==> config.mk <==
export PLATFORM = sky130hd
export DESIGN_NAME = long_press_and_multi_tap_qualifier
export DESIGN_NICKNAME = d
export VERILOG_FILES = /design/src/rtl/lpmt_pkg.sv /design/src/rtl/lpmt_step.sv /design/src/rtl/long_press_and_multi_tap_qualifier.sv
export VERILOG_INCLUDE_DIRS = /design/src /design/src/rtl
export SDC_FILE = /design/constraint.sdc
export NUM_CORES = 1
export LEC_CHECK = 0
export BUFFER_PORTS_ARGS = -buffer_cell sky130_fd_sc_hd__buf_2
export CORE_ASPECT_RATIO = 1.75
export CORE_MARGIN = 2
export CORE_UTILIZATION = 68
export CTS_CLUSTER_DIAMETER = 40
export DETAILED_ROUTE_END_ITERATION = 8
export PLACE_DENSITY = 0.86
export SLEW_MARGIN = 15
export SYNTH_ARGS = -nofsm -noshare
export SYNTH_HDL_FRONTEND = slang
export SYNTH_HIERARCHICAL = 1
export SYNTH_SLANG_ARGS = --single-unit
==> constraint.sdc <==
create_clock -name i_clk -period 13.31 [get_ports i_clk]
set_clock_uncertainty 0.2 [all_clocks]
set_input_delay 1.331 -clock i_clk [delete_from_list [all_inputs] [get_ports i_clk]]
set_output_delay 1.331 -clock i_clk [all_outputs]
set_load 0.01 [all_outputs]
==> src/rtl/long_press_and_multi_tap_qualifier_macros.svh <==
// assertion macros for the long-press and multi-tap qualifier
// depends on nothing; included by the files that carry assertions
`ifndef LONG_PRESS_AND_MULTI_TAP_QUALIFIER_MACROS_SVH
`define LONG_PRESS_AND_MULTI_TAP_QUALIFIER_MACROS_SVH

// same-cycle implication, checked out of reset
`define LPMT_ASSERT_NOW(label, clk, rst_n, ante, cons) \
    label: assert property (@(posedge clk) disable iff (!rst_n) (ante) |-> (cons)) \
        else $error("lpmt assertion failed: same-cycle implication");

// next-cycle implication, checked out of reset
`define LPMT_ASSERT_NEXT(label, clk, rst_n, ante, cons) \
    label: assert property (@(posedge clk) disable iff (!rst_n) (ante) |=> (cons)) \
        else $error("lpmt assertion failed: next-cycle implication");

`endif

==> src/rtl/lpmt_pkg.sv <==
// shared types, codes and reset values of the long-press and multi-tap qualifier
// depends on nothing
`timescale 1ns / 1ps

package lpmt_pkg;

    localparam int CNT_W  = 16;
    localparam int PRS_W  = 8;
    localparam int MODE_W = 3;
    localparam int ACT_W  = 2;
    localparam int IDX_W  = 3;
    localparam int DATA_W = 16;

    // mode codes
    localparam logic [MODE_W-1:0] MODE_READY  = 3'd0;
    localparam logic [MODE_W-1:0] MODE_NORMAL = 3'd1;
    localparam logic [MODE_W-1:0] MODE_CLOSE  = 3'd2;
    localparam logic [MODE_W-1:0] MODE_FULL   = 3'd3;

    // action codes
    localparam logic [ACT_W-1:0] ACT_NONE  = 2'd0;
    localparam logic [ACT_W-1:0] ACT_CLOSE = 2'd1;
    localparam logic [ACT_W-1:0] ACT_OPEN  = 2'd2;

    // register indexes
    localparam logic [IDX_W-1:0] REG_HOLD_TICKS    = 3'd0;
    localparam logic [IDX_W-1:0] REG_HOLD_LOCKOUT  = 3'd1;
    localparam logic [IDX_W-1:0] REG_TAP_TICKS     = 3'd2;
    localparam logic [IDX_W-1:0] REG_TAP_LOCKOUT   = 3'd3;
    localparam logic [IDX_W-1:0] REG_RESET_PRESSES = 3'd4;
    localparam logic [IDX_W-1:0] REG_TAP_WINDOW    = 3'd5;

    // register reset values
    localparam logic [CNT_W-1:0] RST_HOLD_TICKS    = 16'd1000;
    localparam logic [CNT_W-1:0] RST_HOLD_LOCKOUT  = 16'd5000;
    localparam logic [CNT_W-1:0] RST_TAP_TICKS     = 16'd100;
    localparam logic [CNT_W-1:0] RST_TAP_LOCKOUT   = 16'd500;
    localparam logic [PRS_W-1:0] RST_RESET_PRESSES = 8'd5;
    localparam logic [CNT_W-1:0] RST_TAP_WINDOW    = 16'd5000;

    localparam logic [PRS_W-1:0] PRESSES_MAX = '1;

    typedef struct packed {
        logic [CNT_W-1:0] hold_ticks;
        logic [CNT_W-1:0] hold_lockout;
        logic [CNT_W-1:0] tap_ticks;
        logic [CNT_W-1:0] tap_lockout;
        logic [PRS_W-1:0] reset_presses;
        logic [CNT_W-1:0] tap_window;
    } t_cfg;

    typedef struct packed {
        logic [CNT_W-1:0] hold_count;
        logic             hold_latched;
        logic [CNT_W-1:0] hold_latch_count;
        logic [CNT_W-1:0] tap_count;
        logic             tap_latched;
        logic [CNT_W-1:0] tap_latch_count;
        logic [PRS_W-1:0] presses_seen;
        logic [CNT_W-1:0] window_count;
    } t_state;

    typedef struct packed {
        logic [ACT_W-1:0]  action;
        logic              show_message;
        logic [MODE_W-1:0] next_mode;
        logic              refresh_display;
        logic              reset_request;
    } t_result;

endpackage

==> src/rtl/lpmt_step.sv <==
// one tick of the qualifier: next counter state and the result of the tick
// depends on lpmt_pkg
`timescale 1ns / 1ps

module lpmt_step
    import lpmt_pkg::*;
(
    input  t_cfg              i_cfg,
    input  t_state            i_state,
    input  logic              i_pressed,
    input  logic [MODE_W-1:0] i_mode,
    output t_state            o_state,
    output t_result           o_result
);

    t_state  s;
    t_result res;

    always_comb begin
        s   = i_state;
        res = '0;
        res.next_mode = i_mode;

        // long-press path
        if (i_pressed && !s.hold_latched) begin
            if (s.hold_count == i_cfg.hold_ticks) begin
                s.hold_latched = 1'b1;
                s.presses_seen = '0;
                res.refresh_display = 1'b1;
                case (i_mode) inside
                    MODE_NORMAL, MODE_FULL: begin
                        res.action       = ACT_CLOSE;
                        res.show_message = 1'b1;
                    end
                    MODE_CLOSE: begin
                        res.action       = ACT_OPEN;
                        res.show_message = 1'b1;
                    end
                    MODE_READY: begin
                        res.next_mode = MODE_NORMAL;
                    end
                    default: begin
                        res.action = ACT_NONE;
                    end
                endcase
            end else begin
                s.hold_count = s.hold_count + 1'b1;
            end
        end else begin
            s.hold_count = '0;
        end
        if (s.hold_latched) begin
            s.hold_latch_count = s.hold_latch_count + 1'b1;
            if (s.hold_latch_count >= i_cfg.hold_lockout) begin
                s.hold_latched     = 1'b0;
                s.hold_latch_count = '0;
            end
        end

        // tap path
        if (i_pressed && !s.tap_latched) begin
            if (s.tap_count == i_cfg.tap_ticks) begin
                s.tap_latched = 1'b1;
                if (s.presses_seen != PRESSES_MAX) begin
                    s.presses_seen = s.presses_seen + 1'b1;
                end
            end else begin
                s.tap_count = s.tap_count + 1'b1;
            end
        end else begin
            s.tap_count = '0;
        end
        if (s.tap_latched) begin
            s.tap_latch_count = s.tap_latch_count + 1'b1;
            if (s.tap_latch_count >= i_cfg.tap_lockout) begin
                s.tap_latched     = 1'b0;
                s.tap_latch_count = '0;
            end
        end

        // request is sampled before the window may clear the taps
        res.reset_request = (s.presses_seen >= i_cfg.reset_presses);

        // tap window
        if (s.presses_seen != '0) begin
            s.window_count = s.window_count + 1'b1;
            if (s.window_count >= i_cfg.tap_window) begin
                s.tap_latched     = 1'b0;
                s.tap_count       = '0;
                s.tap_latch_count = '0;
                s.presses_seen    = '0;
                s.window_count    = '0;
            end
        end

        o_state  = s;
        o_result = res;
    end

endmodule

==> src/rtl/long_press_and_multi_tap_qualifier.sv <==
// each input transaction reaches the result through the input register, then the result register
// throughput: one transaction per cycle unless stalled; the counter update is a
//   single pass of short compare and increment logic between the two registers
// reset: synchronous active-low i_rst_n clears all counters, latches and valids
//   and loads the configuration registers with their default values
// depends on lpmt_pkg, lpmt_step and long_press_and_multi_tap_qualifier_macros.svh
`timescale 1ns / 1ps
`include "long_press_and_multi_tap_qualifier_macros.svh"

module long_press_and_multi_tap_qualifier
    import lpmt_pkg::*;
(
    input  logic              i_clk,
    input  logic              i_rst_n,
    // configuration write port
    input  logic              i_cfg_we,
    input  logic [IDX_W-1:0]  i_cfg_idx,
    input  logic [DATA_W-1:0] i_cfg_data,
    // input channel
    input  logic              i_in_valid,
    output logic              o_in_stall,
    input  logic              i_button_pressed,
    input  logic [MODE_W-1:0] i_mode,
    // result channel
    output logic              o_out_valid,
    input  logic              i_out_stall,
    output logic [ACT_W-1:0]  o_action,
    output logic              o_show_message,
    output logic [MODE_W-1:0] o_next_mode,
    output logic              o_refresh_display,
    output logic              o_reset_request
);

    // configuration registers
    t_cfg r_cfg;

    always_ff @(posedge i_clk) begin
        if (!i_rst_n) begin
            r_cfg.hold_ticks    <= RST_HOLD_TICKS;
            r_cfg.hold_lockout  <= RST_HOLD_LOCKOUT;
            r_cfg.tap_ticks     <= RST_TAP_TICKS;
            r_cfg.tap_lockout   <= RST_TAP_LOCKOUT;
            r_cfg.reset_presses <= RST_RESET_PRESSES;
            r_cfg.tap_window    <= RST_TAP_WINDOW;
        end else if (i_cfg_we) begin
            unique case (i_cfg_idx)
                REG_HOLD_TICKS:    r_cfg.hold_ticks    <= i_cfg_data;
                REG_HOLD_LOCKOUT:  r_cfg.hold_lockout  <= i_cfg_data;
                REG_TAP_TICKS:     r_cfg.tap_ticks     <= i_cfg_data;
                REG_TAP_LOCKOUT:   r_cfg.tap_lockout   <= i_cfg_data;
                REG_RESET_PRESSES: r_cfg.reset_presses <= i_cfg_data[PRS_W-1:0];
                REG_TAP_WINDOW:    r_cfg.tap_window    <= i_cfg_data;
                default: begin
                    // writes to unmapped indexes are dropped
                end
            endcase
        end
    end

    // input register stage
    logic              r_in_valid;
    logic              r_pressed;
    logic [MODE_W-1:0] r_mode;

    // result register stage
    logic              r_out_valid;
    t_result           r_result;

    // counter state, updated when an item moves into the result register
    t_state            r_state;
    t_state            n_state;
    t_result           n_result;

    logic              w_out_free;
    logic              w_adv;
    logic              w_in_take;

    // result register can take a new item when empty or being drained
    assign w_out_free = !r_out_valid || !i_out_stall;
    // the item in the input register is processed this cycle
    assign w_adv      = r_in_valid && w_out_free;
    // input register can load when empty or being emptied
    assign o_in_stall = r_in_valid && !w_out_free;
    assign w_in_take  = i_in_valid && !o_in_stall;

    lpmt_step u_step (
        .i_cfg     (r_cfg),
        .i_state   (r_state),
        .i_pressed (r_pressed),
        .i_mode    (r_mode),
        .o_state   (n_state),
        .o_result  (n_result)
    );

    // control: valids and counter state
    always_ff @(posedge i_clk) begin
        if (!i_rst_n) begin
            r_in_valid  <= 1'b0;
            r_out_valid <= 1'b0;
            r_state     <= '0;
        end else begin
            if (w_in_take) begin
                r_in_valid <= 1'b1;
            end else if (w_adv) begin
                r_in_valid <= 1'b0;
            end
            if (w_adv) begin
                r_out_valid <= 1'b1;
                r_state     <= n_state;
            end else if (!i_out_stall) begin
                r_out_valid <= 1'b0;
            end
        end
    end

    // payload registers, no reset
    always_ff @(posedge i_clk) begin
        if (w_in_take) begin
            r_pressed <= i_button_pressed;
            r_mode    <= i_mode;
        end
        if (w_adv) begin
            r_result <= n_result;
        end
    end

    assign o_out_valid       = r_out_valid;
    assign o_action          = r_result.action;
    assign o_show_message    = r_result.show_message;
    assign o_next_mode       = r_result.next_mode;
    assign o_refresh_display = r_result.refresh_display;
    assign o_reset_request   = r_result.reset_request;

    // any action comes only with a long-press fire and its prompt
    `LPMT_ASSERT_NOW(a_action_has_fire, i_clk, i_rst_n,
        r_out_valid && (r_result.action != ACT_NONE),
        r_result.refresh_display && r_result.show_message)
    // a held item in the input register is not lost
    `LPMT_ASSERT_NEXT(a_in_held, i_clk, i_rst_n, r_in_valid && !w_adv, r_in_valid)
    // a processed item always lands in the result register
    `LPMT_ASSERT_NEXT(a_adv_lands, i_clk, i_rst_n, w_adv, r_out_valid)
    // the counter state moves only when an item is processed
    `LPMT_ASSERT_NEXT(a_state_quiet, i_clk, i_rst_n, !w_adv, $stable(r_state))

endmodule

# Yosys cells after proc, flatten, opt, wreduce, memory -nomap -nowiden
# Index checks and enable logic that the tools add are counted.
# W data, S select, Z words.
word_totals:
  reg_bits: 192
  out_inout_bits: 10
classes:
  n_eq_ne: 13
  n_addsub: 6
  muxes: 32
  n_reduce_logical: 28
  bitwise: 2
  order_cmp: 4
op_table:
  columns: ["op", "n"]
  rows:
  - ["$mux W57", 2]
  - ["$add A16 B1 Y16 const B", 5]
  - ["$mux W17", 4]
  - ["$mux W16", 4]
  - ["$ge A16 B16 Y1", 3]
  - ["$mux W8", 5]
  - ["$eq A16 B16 Y1", 2]
  - ["$reduce_and A2 Y1", 10]
  - ["$eq A3 B2 Y1 const B", 4]
  - ["$mux W1", 11]
  - ["$mux W3", 3]
  - ["$add A8 B1 Y8 const B", 1]
  - ["$ge A8 B8 Y1", 1]
  - ["$mux W4", 2]
  - ["$ne A8 B8 Y1 const B", 1]
  - ["$reduce_bool A8 Y1", 1]
  - ["$eq A3 B1 Y1 const B", 2]
  - ["$eq A3 B3 Y1 const B", 2]
  - ["$logic_not A1 Y1", 6]
  - ["$logic_not A3 Y1", 2]
  - ["$logic_and A1 B1 Y1", 5]
  - ["$reduce_or A4 Y1", 1]
  - ["$mux W2", 1]
  - ["$ne A2 B1 Y1 const B", 1]
  - ["5 further kinds", 6]

# Longest topological paths before layout
logic_depth:
  ltp_word: 9
  mapped_depth: 22

# Hierarchy
# The synthesis kept the hierarchy.
modules_own_cells:
  columns: ["module", "seq_area_each_um2", "cells_each", "n_inst", "area_per_inst_um2"]
  rows:
  - ["long_press_and_multi_tap_qualifier", 3963.8, 734, 1, 7324.5]
  - ["lpmt_step", 0.0, 694, 1, 4767.1]

# Worst setup path before layout
# OpenSTA, ideal clock, no wires.
synth_path:
  kind: "register -> register"
  from: "register r_state[82] in the netlist's numbering"
  to: "register r_result (netlist bit o_reset_request) (data pin)"
  stages_incl_launch_ff: 23
  path_slack_ps: 8626
  required_time_ps: 12856
  t_arrival_ps: 4230
  setup_ps: 254
  path_cell_list: "dfxtp_1 xor2_1 nor4_1 nand4_1 or2_1 buf_2 nand2_1 inv_1 ha_1 nand3_1 nor2_1 a21boi_1 a22oi_2 buf_2 inv_1 ha_1 a21o_1 a21o_1 a21o_1 a21o_1 a21o_1 a21o_1 a21o_1"
synth_rtl:
  columns: ["item", "line", "source"]
  rows:
  - ["start: declaration", "long_press_and_multi_tap_qualifier.sv:70", "t_state r_state;"]
  - ["start signal: assignment", "long_press_and_multi_tap_qualifier.sv:109", "r_state <= n_state;"]
  - ["end signal: assignment", "long_press_and_multi_tap_qualifier.sv:123", "r_result <= n_result;"]
  - ["end: declaration", "long_press_and_multi_tap_qualifier.sv:67", "t_result r_result;"]

==> results.sh <==
export IMPL_final_core_util_pct=73.7
export IMPL_synth_seq_cells=192
export IMPL_holdCritPathClass="flop to flop"
export IMPL_area_growth_syn_to_layout_pct=6.44
export IMPL_critical_path_max_fanout=13
export IMPL_worst_ir_drop_vdd_mv=0.145
export IMPL_hold_violations=0
export IMPL_gp_congestion=0.868
export IMPL_multiInputGateArea_um2=7480
export IMPL_drt_initial_drc_count=691
export IMPL_route_detailed_wl_per_inst_um=17.4
export IMPL_final_net_count=1501
export IMPL_postPlaceCellArea_um2=12300
export IMPL_setup_violations=0
export IMPL_finalWirelength_um=28800
export IMPL_share_comb_of_total_power_pct=6.4
export IMPL_period_minus_ws_final_ns=5.60
export IMPL_antenna_cells=0
export IMPL_h_tree_depth=4
export IMPL_synthesis_area_um2=12100
export IMPL_worst_path_max_delay_cell="a22oi_2"
export IMPL_worst_skew_pair_late_latency_ns=0.44
export IMPL_setup_slack_ns=7.71
export IMPL_first_pass_grt_wire_length_um=47000
export IMPL_timing_limited_maximum_frequency_ghz=0.179
export IMPL_dr_vias=9995
export IMPL_worst_endpoint_required_ns=13.31
export IMPL_die_area_um2=18900
export IMPL_tritoncts_clock_tree="yes"
export IMPL_power_per_cell_area_nw_per_um2=91.5
export IMPL_cp_start_kind="flop"
export IMPL_drcViolationCount=0
export IMPL_synth_top_cell_area_share_pct=29.8
export IMPL_cts_resized=0
export IMPL_power_share_clock_pct=43.2
export IMPL_unrepaired_setup_endpoints_after_global_routing="false"
export IMPL_gr_usage_all_layers_pct=30.6
export IMPL_first_pass_iters=5
export IMPL_synth_edff_count=12
export IMPL_max_cap_violations=0
export IMPL_leakage_uw=0.00554
export IMPL_post_route_cells_drive_above_1_share_pct=7.94
export IMPL_cellInternalPower_uw=892
export IMPL_timing_max_transition_violations_final=0
export IMPL_clkTransAtPathRegs_ns=0.07
export IMPL_worst_slew_margin_rel_pct=24.9
export IMPL_postCtsSetupRepairBufs=0
export IMPL_sum_of_overflow_across_all_layers_after_global_routing=0
export IMPL_cts_made_buffers=17
export IMPL_postCtsHoldBufs=0
export IMPL_yosysTopAreaCell="dfxtp_1"
export IMPL_register_area_um2=3960
export IMPL_hold_ws_ns=0.262
export IMPL_ys_warn_count=6
export IMPL_detailed_place_hpwl_um=19800
export IMPL_viasPerCell=6.04
export IMPL_design_core_area_um2=17500
export IMPL_worst_ep_arrival_time_ns=5.60
export IMPL_critical_path_most_common_cell="a21o_1"
export IMPL_first_global_vias=10200
export IMPL_crit_type="flop to flop"
export IMPL_busiest_layer="met2"
export IMPL_floorplan_die_height_um=180
export IMPL_avg_cell_area_syn_um2=8.47
export IMPL_result_of_the_run="complete, no violations"
export IMPL_synth_sequential_area_ratio_pct=32.8
export IMPL_std_cell_rows=64
export IMPL_netSwitchingFraction_pct=24.2
export IMPL_final_period_utilization_pct=42.0
export IMPL_synth_lib_cells_used_distinct=70
export IMPL_num_fill_cells=1264
export IMPL_share_seq_of_total_power_pct=50.5
export IMPL_largest_net_degree_at_the_start_of_global_routing=180
export IMPL_synth_flop_cell="dfxtp_1"
export IMPL_max_clock_path_buffers=2
export IMPL_gr_usage_met2_pct=56.8
export IMPL_p_switching_uw=285
export IMPL_grtUsageMet3_pct=6.33
export IMPL_clock_sinks=192
export IMPL_synth_cells=1428
export IMPL_area_of_all_placed_cells_without_fillers_um2=12900
export IMPL_place_port_buffers=37
export IMPL_cts_root_buffer="clkbuf_16"
export IMPL_gr_usage_met1_pct=31.1
export IMPL_chipWidth_um=105
export IMPL_cp_cell_sequence="xor2_1, nor4_1, nand4_1, or2_1, nand2_1, inv_1, ha_1, nand3_1, nor2_1, a21boi_1, a22oi_2, inv_1, ha_1, a21o_1, a21o_1, a21o_1, a21o_1, a21o_1, a21o_1, a21o_1"
export IMPL_floorplan_initialDensity_pct=69.3
export IMPL_worst_path_largest_cell_delay_ns=0.68
export IMPL_antenna_found_initial=0
export IMPL_finalSetupTns_ns=0
export IMPL_synthArstFlopShare_pct=0
export IMPL_kind_of_end_point_of_the_critical_path="flop"
export IMPL_ant_nets=0
export IMPL_worstMarginPinSlew_ns=1.13
export IMPL_top_level_port_count=38
export IMPL_synth_top_cells_by_area="dfxtp_1 30%, mux2i_1 15%, nand2_1 9.5%, ha_1 6.4%, xor2_1 4.3%"
export IMPL_place_ws_ns=7.86
export IMPL_synth_nets=1518
[synthesized netlist by cell type (all sizes together), types with 2 or more instances]
library cell	n
nand2	307
mux2i	186
dfxtp	180
inv	77
ha	62
xor2	59
clkbuf	56
nor2	49
nor2b	49
xnor2	44
and3	34
o21ai	31
nand3	30
a21oi	28
nor3	28
buf	27
a21o	25
nand4	17
edfxtp	12
nand2b	12
nor4	11
a211oi	10
a22oi	9
o2bb2ai	9
a41oi	8
a22o	7
a311oi	7
or3	7
and2	6
mux2	4
o21a	4
o31ai	4
or2	4
a21boi	2
and4b	2
nand4b	2
nand4bb	2
nor4bb	2
o211a	2
[logic make-up after synthesis]
group | Yosys count | synth area share [%]
AO/OA/AOI/OAI | 153 | 9.26
multiplexers | 190 | 15.8
XOR/XNOR | 103 | 7.46
flip-flops | 192 | 32.8
buffers and inverters | 160 | 5.55
adder cells (fa/ha/maj) | 62 | 6.42
AND/OR/NAND/NOR | 568 | 22.8
[power groups by stage]
stage	sequential, µW	clock [µW]	combinational (µW)
2_1_floorplan	606	0	52.8
3_3_place_gp	607	0	72.0
3_5_place_dp	607	0	73.4
4_1_cts	594	513	74.1
5_1_grt	595	534	80.1
6_report	594	508	75.0
[state kept, by name (all words and copies together) (netlist names)]
signal / flops
r_cfg: 88
r_pressed: 1
o_next_mode: 3
r_state: 90
o_out_valid: 1
o_action: 2
o_show_message: 1
r_in_valid: 1
o_refresh_display: 1
r_mode: 3
o_reset_request: 1
[per-layer routing]
metal	routed length, µm	share of wire, %
met1	10800	38
met3	1300	4.5
met5	0	0
met4	1480	5.1
met2	15200	53
[stage by stage]
stage                     total power, µW  cells
after floorplan                       659   1428
after global placement                679   1623
after detailed placement              680   1623
after CTS                            1180   1655
after global routing                 1210   1655
final                                1180   1655
[worst max-delay path: cells and delay by family (launching register included)]
| kind | cells | cell delay, ns |
|---|---|---|
| xor+xnor | 1 | 0.29 |
| flops | 1 | 0.41 |
| compound gates | 9 | 2.03 |
| simple gates | 6 | 1.61 |
| buf+inv | 2 | 0.25 |
| fa+ha+maj | 2 | 0.56 |
[final timing paths]
| check | startpoint | to | slack (ns) | cells after the start |
|---|---|---|---|---|
| max | r_state[79] | o_reset_request | 7.71 | 20 |
| min | r_cfg[71] | r_cfg[71] | 0.26 | 2 |
| max reg2reg | r_state[79] | o_reset_request | 7.71 | 20 |
| min reg2reg | r_cfg[71] | r_cfg[71] | 0.26 | 2 |
[cell usage in the layout, fill, tap and decap left out, types with 34 or more instances in the layout]
| cell | count |
|---|---|
| ha_1 | 62 |
| dfxtp_1 | 180 |
| nor2b_1 | 49 |
| mux2i_1 | 186 |
| xor2_1 | 59 |
| nor2_1 | 48 |
| buf_2 | 36 |
| inv_1 | 76 |
| xnor2_1 | 44 |
| nand2_1 | 307 |
| and3_1 | 34 |
[area by class of cell]
type | count | area share, %
Multi-Input combinational cell | 1076 | 58.1
Sequential cell | 192 | 30.8
Clock buffer | 20 | 3.39
Inverter | 77 | 2.25
Tap cell | 231 | 2.25
Timing Repair Buffer | 47 | 2.09
Clock inverter | 12 | 1.08
Power figures use the tool's default switching activity.
